==> src/hdl/fprc_pkg.sv <==
// ----------------------------------------------------------------------------
// fprc_pkg
// Types, codes and the CRC-16/XMODEM byte update for the framed packet
// receiver.
// ----------------------------------------------------------------------------
package fprc_pkg;

    localparam int STORE_DEPTH = 512;
    localparam int STORE_AW    = 9;

    localparam logic [7:0] START_SHORT = 8'd2;
    localparam logic [7:0] START_LONG  = 8'd3;
    localparam logic [7:0] END_BYTE    = 8'd3;

    localparam logic       CMD_FEED = 1'b0;
    localparam logic       CMD_READ = 1'b1;

    localparam logic [15:0] CRC_POLY = 16'h1021;

    typedef struct packed {
        logic       command;
        logic [7:0] rx_byte;
        logic [8:0] read_index;
    } in_t;

    typedef struct packed {
        logic       frame_ok;
        logic [9:0] frame_length;
        logic [7:0] read_data;
    } out_t;

    typedef enum logic [7:0] {
        PH_WAIT     = 8'b0000_0001,
        PH_LEN8     = 8'b0000_0010,
        PH_LEN16_HI = 8'b0000_0100,
        PH_LEN16_LO = 8'b0000_1000,
        PH_DATA     = 8'b0001_0000,
        PH_CRC_HI   = 8'b0010_0000,
        PH_CRC_LO   = 8'b0100_0000,
        PH_STOP     = 8'b1000_0000
    } phase_t;

    function automatic logic [15:0] crc_update(input logic [15:0] crc, input logic [7:0] b);
        logic [15:0] c;
        c = crc ^ {b, 8'h00};
        for (int i = 0; i < 8; i++) begin
            if (c[15]) begin
                c = {c[14:0], 1'b0} ^ CRC_POLY;
            end else begin
                c = {c[14:0], 1'b0};
            end
        end
        return c;
    endfunction

endpackage

==> src/hdl/framed_packet_receiver_crc16_core.sv <==
// ----------------------------------------------------------------------------
// framed_packet_receiver_crc16_core
// Parses a byte stream into length-prefixed frames, stores the payload in a
// 512 x 8 memory, checks CRC-16/XMODEM and serves reads of stored bytes.
// ----------------------------------------------------------------------------
// Pipeline: request accept, then the memory read stage, then the output
//   register drives result valid.
// Throughput: one request per cycle unless m_ready holds the output; at most
//   one CRC byte update and one memory access per request.
// Reset: synchronous on aresetn low; clears parser state and the pipeline.
//   Payload memory is not cleared.
module framed_packet_receiver_crc16_core #(
    parameter int MAX_PAYLOAD = 512
) (
    input  logic            aclk,
    input  logic            aresetn,
    input  logic            s_valid,
    output logic            s_ready,
    input  fprc_pkg::in_t   s_data,
    output logic            m_valid,
    input  logic            m_ready,
    output fprc_pkg::out_t  m_data
);

    localparam int LEN_W = $clog2(MAX_PAYLOAD + 1);

    fprc_pkg::phase_t   phase_reg, phase_next;
    logic [LEN_W-1:0]   exp_len_reg, exp_len_next;
    logic [LEN_W-1:0]   pos_reg, pos_next;
    logic [7:0]         len_hi_reg, len_hi_next;
    logic [15:0]        rx_crc_reg, rx_crc_next;
    logic [15:0]        run_crc_reg, run_crc_next;

    logic [7:0]         store [fprc_pkg::STORE_DEPTH];
    logic [7:0]         rdata_reg;

    logic               p1_valid_reg;
    logic               p1_cmd_reg;
    logic               p1_ok_reg;
    logic [9:0]         p1_len_reg;

    logic               out_valid_reg;
    fprc_pkg::out_t     out_data_reg;

    logic               accept;
    logic               feed;
    logic               out_load;
    logic               p1_move;
    logic               ok_now;
    logic [15:0]        len_cand;
    logic [15:0]        pos_wide;
    logic               store_we;
    logic [LEN_W-1:0]   pos_inc;

    assign out_load = !out_valid_reg || m_ready;
    assign p1_move  = p1_valid_reg && out_load;
    assign s_ready  = !p1_valid_reg || out_load;
    assign accept   = s_valid && s_ready;
    assign feed     = accept && (s_data.command == fprc_pkg::CMD_FEED);
    assign pos_wide = 16'(pos_reg);
    assign pos_inc  = pos_reg + LEN_W'(1);
    assign store_we = feed && (phase_reg == fprc_pkg::PH_DATA)
                      && (pos_wide < 16'(fprc_pkg::STORE_DEPTH));

    always_comb begin
        phase_next   = phase_reg;
        exp_len_next = exp_len_reg;
        pos_next     = pos_reg;
        len_hi_next  = len_hi_reg;
        rx_crc_next  = rx_crc_reg;
        run_crc_next = run_crc_reg;
        ok_now       = 1'b0;
        len_cand     = (phase_reg == fprc_pkg::PH_LEN8) ? {8'h00, s_data.rx_byte}
                                                        : {len_hi_reg, s_data.rx_byte};
        if (feed) begin
            unique case (phase_reg)
                fprc_pkg::PH_WAIT: begin
                    if (s_data.rx_byte == fprc_pkg::START_SHORT) begin
                        phase_next = fprc_pkg::PH_LEN8;
                    end else if (s_data.rx_byte == fprc_pkg::START_LONG) begin
                        phase_next = fprc_pkg::PH_LEN16_HI;
                    end
                end
                fprc_pkg::PH_LEN16_HI: begin
                    len_hi_next = s_data.rx_byte;
                    phase_next  = fprc_pkg::PH_LEN16_LO;
                end
                fprc_pkg::PH_LEN8, fprc_pkg::PH_LEN16_LO: begin
                    if (len_cand == 16'd0 || 17'(len_cand) > 17'(MAX_PAYLOAD)) begin
                        phase_next   = fprc_pkg::PH_WAIT;
                        exp_len_next = '0;
                        pos_next     = '0;
                        rx_crc_next  = '0;
                        run_crc_next = '0;
                    end else begin
                        exp_len_next = LEN_W'(len_cand);
                        pos_next     = '0;
                        run_crc_next = '0;
                        phase_next   = fprc_pkg::PH_DATA;
                    end
                end
                fprc_pkg::PH_DATA: begin
                    run_crc_next = fprc_pkg::crc_update(run_crc_reg, s_data.rx_byte);
                    pos_next     = pos_inc;
                    if (pos_inc >= exp_len_reg) begin
                        phase_next = fprc_pkg::PH_CRC_HI;
                    end
                end
                fprc_pkg::PH_CRC_HI: begin
                    rx_crc_next = {s_data.rx_byte, 8'h00};
                    phase_next  = fprc_pkg::PH_CRC_LO;
                end
                fprc_pkg::PH_CRC_LO: begin
                    rx_crc_next = {rx_crc_reg[15:8], s_data.rx_byte};
                    phase_next  = fprc_pkg::PH_STOP;
                end
                fprc_pkg::PH_STOP: begin
                    ok_now       = (s_data.rx_byte == fprc_pkg::END_BYTE)
                                   && (rx_crc_reg == run_crc_reg);
                    exp_len_next = '0;
                    pos_next     = '0;
                    rx_crc_next  = '0;
                    run_crc_next = '0;
                    phase_next   = (s_data.rx_byte == fprc_pkg::START_SHORT)
                                   ? fprc_pkg::PH_LEN8 : fprc_pkg::PH_WAIT;
                end
                default: begin
                    phase_next = fprc_pkg::PH_WAIT;
                end
            endcase
        end
    end

    always_ff @(posedge aclk) begin
        if (!aresetn) begin
            phase_reg   <= fprc_pkg::PH_WAIT;
            exp_len_reg <= '0;
            pos_reg     <= '0;
            len_hi_reg  <= '0;
            rx_crc_reg  <= '0;
            run_crc_reg <= '0;
        end else begin
            phase_reg   <= phase_next;
            exp_len_reg <= exp_len_next;
            pos_reg     <= pos_next;
            len_hi_reg  <= len_hi_next;
            rx_crc_reg  <= rx_crc_next;
            run_crc_reg <= run_crc_next;
        end
    end

    always_ff @(posedge aclk) begin
        if (store_we) begin
            store[pos_wide[fprc_pkg::STORE_AW-1:0]] <= s_data.rx_byte;
        end
        if (accept && s_data.command == fprc_pkg::CMD_READ) begin
            rdata_reg <= store[s_data.read_index];
        end
    end

    always_ff @(posedge aclk) begin
        if (!aresetn) begin
            p1_valid_reg <= 1'b0;
        end else if (accept) begin
            p1_valid_reg <= 1'b1;
        end else if (p1_move) begin
            p1_valid_reg <= 1'b0;
        end
    end

    always_ff @(posedge aclk) begin
        if (accept) begin
            p1_cmd_reg <= s_data.command;
            p1_ok_reg  <= ok_now;
            p1_len_reg <= ok_now ? 10'(exp_len_reg) : 10'd0;
        end
    end

    always_ff @(posedge aclk) begin
        if (!aresetn) begin
            out_valid_reg <= 1'b0;
        end else if (out_load) begin
            out_valid_reg <= p1_valid_reg;
        end
    end

    always_ff @(posedge aclk) begin
        if (p1_move) begin
            out_data_reg.frame_ok     <= p1_ok_reg;
            out_data_reg.frame_length <= p1_len_reg;
            out_data_reg.read_data    <= (p1_cmd_reg == fprc_pkg::CMD_READ) ? rdata_reg : 8'h00;
        end
    end

    assign m_valid = out_valid_reg;
    assign m_data  = out_data_reg;

    assert property (@(posedge aclk) disable iff (!aresetn)
        m_valid && m_data.frame_ok |-> m_data.read_data == 8'h00)
        else $error("frame_ok with nonzero read_data");

    assert property (@(posedge aclk) disable iff (!aresetn)
        p1_valid_reg && out_valid_reg && !m_ready |-> !s_ready)
        else $error("request accepted while pipeline is full");

    assert property (@(posedge aclk) disable iff (!aresetn)
        p1_valid_reg && !p1_cmd_reg && !p1_ok_reg |-> p1_len_reg == 10'd0)
        else $error("frame_length set without frame_ok");

    assert property (@(posedge aclk)
        !aresetn |=> !m_valid && !p1_valid_reg && phase_reg == fprc_pkg::PH_WAIT)
        else $error("pipeline or parser not cleared by reset");

endmodule
==> config.mk <==
export PLATFORM = sky130hd
export DESIGN_NAME = framed_packet_receiver_crc16_core
export DESIGN_NICKNAME = d
export VERILOG_FILES = /design/src/hdl/fprc_pkg.sv /design/src/hdl/framed_packet_receiver_crc16_core.sv
export SDC_FILE = /design/constraint.sdc
export NUM_CORES = 2
export LEC_CHECK = 0
export ABC_AREA = 1
export BUFFER_PORTS_ARGS = -buffer_cell sky130_fd_sc_hd__clkbuf_2
export CAP_MARGIN = 20
export CORE_MARGIN = 3
export CORE_UTILIZATION = 30
export CTS_BUF_LIST = sky130_fd_sc_hd__clkbuf_4 sky130_fd_sc_hd__clkbuf_8
export DETAILED_ROUTE_END_ITERATION = 10
export SYNTH_ARGS = -nofsm -noshare
export SYNTH_HDL_FRONTEND = slang
export SYNTH_SLANG_ARGS = --single-unit
export TNS_END_PERCENT = 5
==> constraint.sdc <==
create_clock -name aclk -period 5.6 [get_ports aclk]
set_clock_uncertainty 0.1 [all_clocks]
set_input_delay 0.84 -clock aclk [delete_from_list [all_inputs] [get_ports aclk]]
set_output_delay 0.84 -clock aclk [all_outputs]
set_load 0.02 [all_outputs]
# ---- After elaboration in Yosys (flattened, before gate mapping)
# Memory sizes are Yosys's and may differ from the RTL's. A register that Yosys moved wholly into a read port is not among the register bits.
# Cells that the tools add are included.
# Widths: inputs -> output; s select.
dict set report op_classes {
  reduce_logical 26
  addsub 1
  n_mux 41
  n_lt_le_gt_ge 3
  bitwise_logic 11
  eq_ne 14
}
# cell count
set ops {}
lappend ops {{$mux 16} 16}
lappend ops {{$mux 13} 8}
lappend ops {{$pmux 16 s4} 1}
lappend ops {{$pmux 8 s7} 1}
lappend ops {{$pmux 10 s2} 2}
lappend ops {{$pmux 16 s2} 1}
lappend ops {{$eq 8x2->1 const B} 3}
lappend ops {{$mux 8} 3}
lappend ops {{$not 3->3} 8}
lappend ops {{$eq 16x16->1} 1}
lappend ops {{$gt 16x10->1 const B} 1}
lappend ops {{$logic_not 16->1} 1}
lappend ops {{$xor 16x16->16} 1}
lappend ops {{$add 10x1->10 const B} 1}
lappend ops {{$ge 10x10->1} 1}
lappend ops {{$lt 10x10->1 const B} 1}
lappend ops {{$mux 10} 1}
lappend ops {{$eq 8x1->1 const B} 1}
lappend ops {{$eq 8x3->1 const B} 1}
lappend ops {{$eq 8x4->1 const B} 1}
lappend ops {{$eq 8x5->1 const B} 1}
lappend ops {{$eq 8x6->1 const B} 1}
lappend ops {{$eq 8x7->1 const B} 1}
lappend ops {{$eq 8x8->1 const B} 1}
lappend ops {{other kinds (18)} 38}
dict set report word_totals {
  wordCells 112
  input_bits 22
  output_inout_bits 21
  mem_count 1
  regBits 101
  ramBits 4096
}
# memory depth width rd rd_clocked_by_memory_dff wr line_no
set mem_list {}
lappend mem_list {store 512 8 1 1 1 framed_packet_receiver_crc16_core.sv:34} ;# logic [7:0] store [fprc_pkg::STORE_DEPTH];

# ---- Longest topological paths before layout
dict set report logic_depth {
  depth_word 33
  depth_mapped 18
  depth_no_buf 17
}

# ---- Worst setup path after synthesis
# No wires, ideal clock.
dict set report synth_timing {
  path_kind {input -> register}
  from {input port m_ready}
  to {memory store[262][0] (enable)}
  n_path_buf 1
  required_time_ns 5.130
  arrival_time_ns 2.727
  path_stages 11
  setup_slack_ns 2.403
  setup_time_ns 0.370
  path_cell_list {inv_1 nand3_1 nand2_1 nor2_1 nand2_4 nor2_8 inv_4 nor2_8 nand2_4 buf_6 nor2_1}
}
dict set report synth_between {
  elab_chain_len 8
}
# item line_no
set synth_lines {}
lappend synth_lines {{start, declared} framed_packet_receiver_crc16_core.sv:21} ;# input logic m_ready,
lappend synth_lines {{$logic_or 1x1->1} framed_packet_receiver_crc16_core.sv:55} ;# assign out_load = !out_valid_reg || m_ready;
lappend synth_lines {{$logic_or 1x1->1} framed_packet_receiver_crc16_core.sv:57} ;# assign s_ready = !p1_valid_reg || out_load;
lappend synth_lines {{named net s_ready} framed_packet_receiver_crc16_core.sv:18} ;# output logic s_ready,
lappend synth_lines {{$logic_and 1x1->1} framed_packet_receiver_crc16_core.sv:58} ;# assign accept = s_valid && s_ready;
lappend synth_lines {{$logic_and 1x1->1} framed_packet_receiver_crc16_core.sv:59} ;# assign feed = accept && (s_data.command == fprc_pkg::CMD_FEED);
lappend synth_lines {{$logic_and 1x1->1} framed_packet_receiver_crc16_core.sv:62} ;# assign store_we = feed && (phase_reg == fprc_pkg::PH_DATA)
lappend synth_lines {{$logic_and 1x1->1} framed_packet_receiver_crc16_core.sv:63} ;# && (pos_wide < 16'(fprc_pkg::STORE_DEPTH));
lappend synth_lines {{$mux 1} framed_packet_receiver_crc16_core.sv:153} ;# if (store_we) begin
lappend synth_lines {{$mux 1 (implied by the code)} framed_packet_receiver_crc16_core.sv:154} ;# store[pos_wide[fprc_pkg::STORE_AW-1:0]] <= s_data.rx_byte;
lappend synth_lines {{end, declared} framed_packet_receiver_crc16_core.sv:34}
# The timed path passes the listed nets, and every way through them passes these cells.

# ---- Worst setup path after layout
dict set report layout_timing {
  from {register phase_reg[0]}
  to {memory store[380][2] (enable)}
}
dict set report layout_between {
  elab_chain_len 5
}
# item line_no
set layout_lines {}
lappend layout_lines {{start, declared} framed_packet_receiver_crc16_core.sv:27} ;# fprc_pkg::phase_t phase_reg, phase_next;
lappend layout_lines {{start signal, assigned} framed_packet_receiver_crc16_core.sv:136} ;# phase_reg <= fprc_pkg::PH_WAIT;
lappend layout_lines {{start signal, assigned} framed_packet_receiver_crc16_core.sv:143} ;# phase_reg <= phase_next;
lappend layout_lines {{$eq 8x5->1} framed_packet_receiver_crc16_core.sv:62}
lappend layout_lines {{$logic_and 1x1->1} framed_packet_receiver_crc16_core.sv:62}
lappend layout_lines {{$logic_and 1x1->1} framed_packet_receiver_crc16_core.sv:63}
lappend layout_lines {{$mux 1} framed_packet_receiver_crc16_core.sv:153}
lappend layout_lines {{$mux 1 (implied by the code)} framed_packet_receiver_crc16_core.sv:154}
# Every way passes these cells.

==> results.py <==
metrics = {
    "outcome": {
        "status": "finished, final reports clean",
    },
    "pwr": {
        "p_leak_nw": 65.00,
        "ir_drop_v": 0.0002476,
        "p_int_mw": 48.57,
        "netSwitchingFraction": 0.2372,
        "total_power_mw": 63.68,
        "clockPowerShare": 0.396,
        "share_comb_of_total_power": 0.060,
        "p_per_area_mw_per_mm2": 331.9,
        "seqPwrFrac": 0.544,
        "power_switching_mw": 15.11,
    },
    "global_route": {
        "grt_pass1_wl_um": 718800,
        "grt_pass1_vias": 107639,
        "grt_usage": 0.1628,
        "gr-total-overflow": 0,
        "grt_max_degree": 196,
        "antenna_found_initial": 23,
    },
    "logic_synthesis": {
        "ys_types": 39,
        "synth_area_leaders": "edfxtp_1 73%, nand3_1 12%, nand2_1 9.4%, nor2_1 1.3%, clkbuf_1 1.2%",
        "synth_most_common_cell": "nand2_1",
        "synth_top_area_cell": "edfxtp_1",
        "synth_edf_count": 4135,
        "yosysWarnings": 0,
        "ys_seq_area_frac": 0.7364,
        "syn_area_mm2": 0.1705,
        "synthTopCellsByCount": "4254 x nand2_1, 4135 x edfxtp_1, 4110 x nand3_1",
        "synth.top_cell.area_share": 0.7282,
        "ys_ff_latch": 4205,
        "syn_avg_cell_area_um2": 11.77,
        "synth_fp_nets": 14518,
        "synthCells": 14482,
        "async_reset_ff_frac": 0,
        "synth_ff_type": "edfxtp_1",
    },
    "floorplanning": {
        "core_mm2": 0.5657,
        "design.die.area_mm2": 0.5775,
        "die_x_um": 759.9,
        "rows": 276,
        "die_height_um": 759.9,
        "io_pins": 43,
        "start_util": 0.3014,
    },
    "worst_setup_path": {
        "worstReg2RegEnd": "store[380][2]",
        "crit_chain": "nor2_2, nand2_2, nor4_4, nand2_4, nor2_8, nand2_1, nor2_1",
        "cp-start-kind": "register",
        "critPathBufInv": 0,
        "reg2regPathDepth": 7,
        "reg2reg_from": "phase_reg[0]",
        "max_stage_delay_ps": 980,
        "cpMaxStageDelayCell": "nor2_1",
        "worstPathMaxFanout": 22,
        "cp.required_ps": 6350,
        "path_delay_family": "simple AND/OR/NAND/NOR gates",
        "endpoint_kind": "register",
        "critical_path_class": "register to register",
        "rrSetupSlack_ps": 1510,
        "cp_data_arrival_time_ps": 4840,
    },
    "timing": {
        "slew_violations": 0,
        "tightest_slew_ps": 1238,
        "final.setup.tns_ps": 0,
        "min_period_ps": 4092,
        "hold_viol": 0,
        "fmax_mhz": 244.4,
        "rsz0062_at_grt": "false",
        "period_share": 0.7308,
        "layout_setup_ws_ps": 1508,
        "slew-limit-headroom": 0.1729,
        "setup_violations": 0,
        "hold_slack_ps": 295.2,
    },
    "clocking": {
        "clockBufferDepth": 4,
        "postCtsSetupBuffers": 0,
        "htree_levels": 6,
        "numClockSinks": 4205,
        "cts_tree": "built",
        "cts_root_buffer": "clkbuf_8",
        "cts_buffers": 664,
        "clk_pin_slew_ps": 60,
        "clk_latency_ps": 1240,
    },
    "hold_path": {
        "hold_class": "input pin to register",
        "min_to": "p1_cmd_reg",
        "holdCritStartpoint": "s_data[17]",
        "min_path_cells": 2,
    },
    "cells_and_area": {
        "fin_nets": 14501,
        "instances_no_fill": 22471,
        "drive_above_1_share": 0.09126,
        "design_area_mm2": 0.1919,
        "area_delta_synth_final_pct": 12.54,
        "largest_register_ffs": 4096,
        "final_util": 0.3392,
    },
    "detailed_routing": {
        "wirelength_um": 491300,
        "drc": 0,
        "num_vias": 112989,
        "drt_iter0_drc": 13335,
        "ant_nets": 0,
        "firstDrtPassIters": 8,
        "vias_per_cell": 5.028,
        "wire_per_inst_um": 21.86,
    },
    "placed_design": {
        "gp_congestion": 0.8433,
        "dpl_worst_slack_ps": 959.2,
        "io_buffers": 42,
        "dp_hpwl_um": 275900,
        "placed_cells": 21290,
        "dpl_cell_area_mm2": 0.1792,
    },
    "flow_run": {
        "maxCapViolations": 0,
    },
}
[worst reg2reg max path, stage by stage, from the launching register on]
cell     delay, ps
dfxtp_1        340
nor2_2         180
nand2_2        140
nor4_4         400
nand2_4        190
nor2_8         480
nand2_1        910
nor2_1         990
[metal layers]
| metal | wire (um) | vias to the layer above | track usage |
|---|---|---|---|
| met1 | 204100 | 55462 | 0.2239 |
| met3 | 42990 | 924 | 0.02903 |
| met4 | 19550 | 4 | 0.06330 |
| met5 | 27 | - | 0 |
| met2 | 224600 | 5126 | 0.2561 |
| li1 | - | 51473 | - |
[what timing repair did]
| action | 4_1_cts | 5_1_grt |
|---|---|---|
| hold buffers | 13 | 0 |
| hold endpoints to repair | 331 | 0 |
| resized for setup | 0 | 0 |
[logic make-up after synthesis]
kind of cell | share of synthesized area
AOI/OAI and AO/OA | 0.003009
xor gates and xnor gates | 0.002003
adders and majority gates | 0.001027
buffers and inverters | 0.02644
DFF | 0.7364
and+or+nand+nor | 0.2311
[how the worst max path moves through the flow]
| stage | slack (ps) | start | cells past startpoint | to |
|---|---|---|---|---|
| floorplan | 2400 | m_ready | 11 | store[262][0] |
| global placement | 970 | m_ready | 10 | store[101][6] |
| detailed placement | 960 | m_ready | 10 | store[23][5] |
| CTS | 1580 | phase_reg[0] | 8 | store[431][1] |
| global route | 1420 | phase_reg[0] | 8 | store[99][3] |
| finish | 1510 | phase_reg[0] | 7 | store[380][2] |
[layout by cell type, fill, tap and decap left out, types with 25 or more instances in the layout]
cell type,Yosys,final
clkbuf_4,0,205
inv_1,87,80
clkinv_2,0,64
clkbuf_8,0,676
nand3_1,4110,4109
dfxtp_1,70,70
clkbuf_2,0,28
buf_12,0,86
nand2_1,4254,4253
nor2_1,577,574
buf_4,3,163
clkinv_1,12,171
a21oi_1,77,76
xnor2_1,25,25
edfxtp_1,4135,4135
[power groups by stage]
stage	combinational [mW]	sequential [mW]	clock (mW)
after floorplan	2.03	35.3	0
after global placement	3.77	35.3	0
after detailed placement	3.79	35.3	0
after CTS	3.81	34.6	25.6
after global routing	4.16	34.6	27.0
final	3.84	34.6	25.2
[cell type report]
class | count | area [um^2]
Tap cell | 7506 | 9392
Clock inverter | 278 | 1715
Clock buffer | 881 | 10840
Inverter | 107 | 462.9
Multi-Input combinational cell | 9184 | 40490
Timing Repair Buffer | 303 | 3407
Fill cell | 55625 | 373800
Sequential cell | 4205 | 125600
Antenna cell | 7 | 17.52
Power figures use the tool's default switching activity.
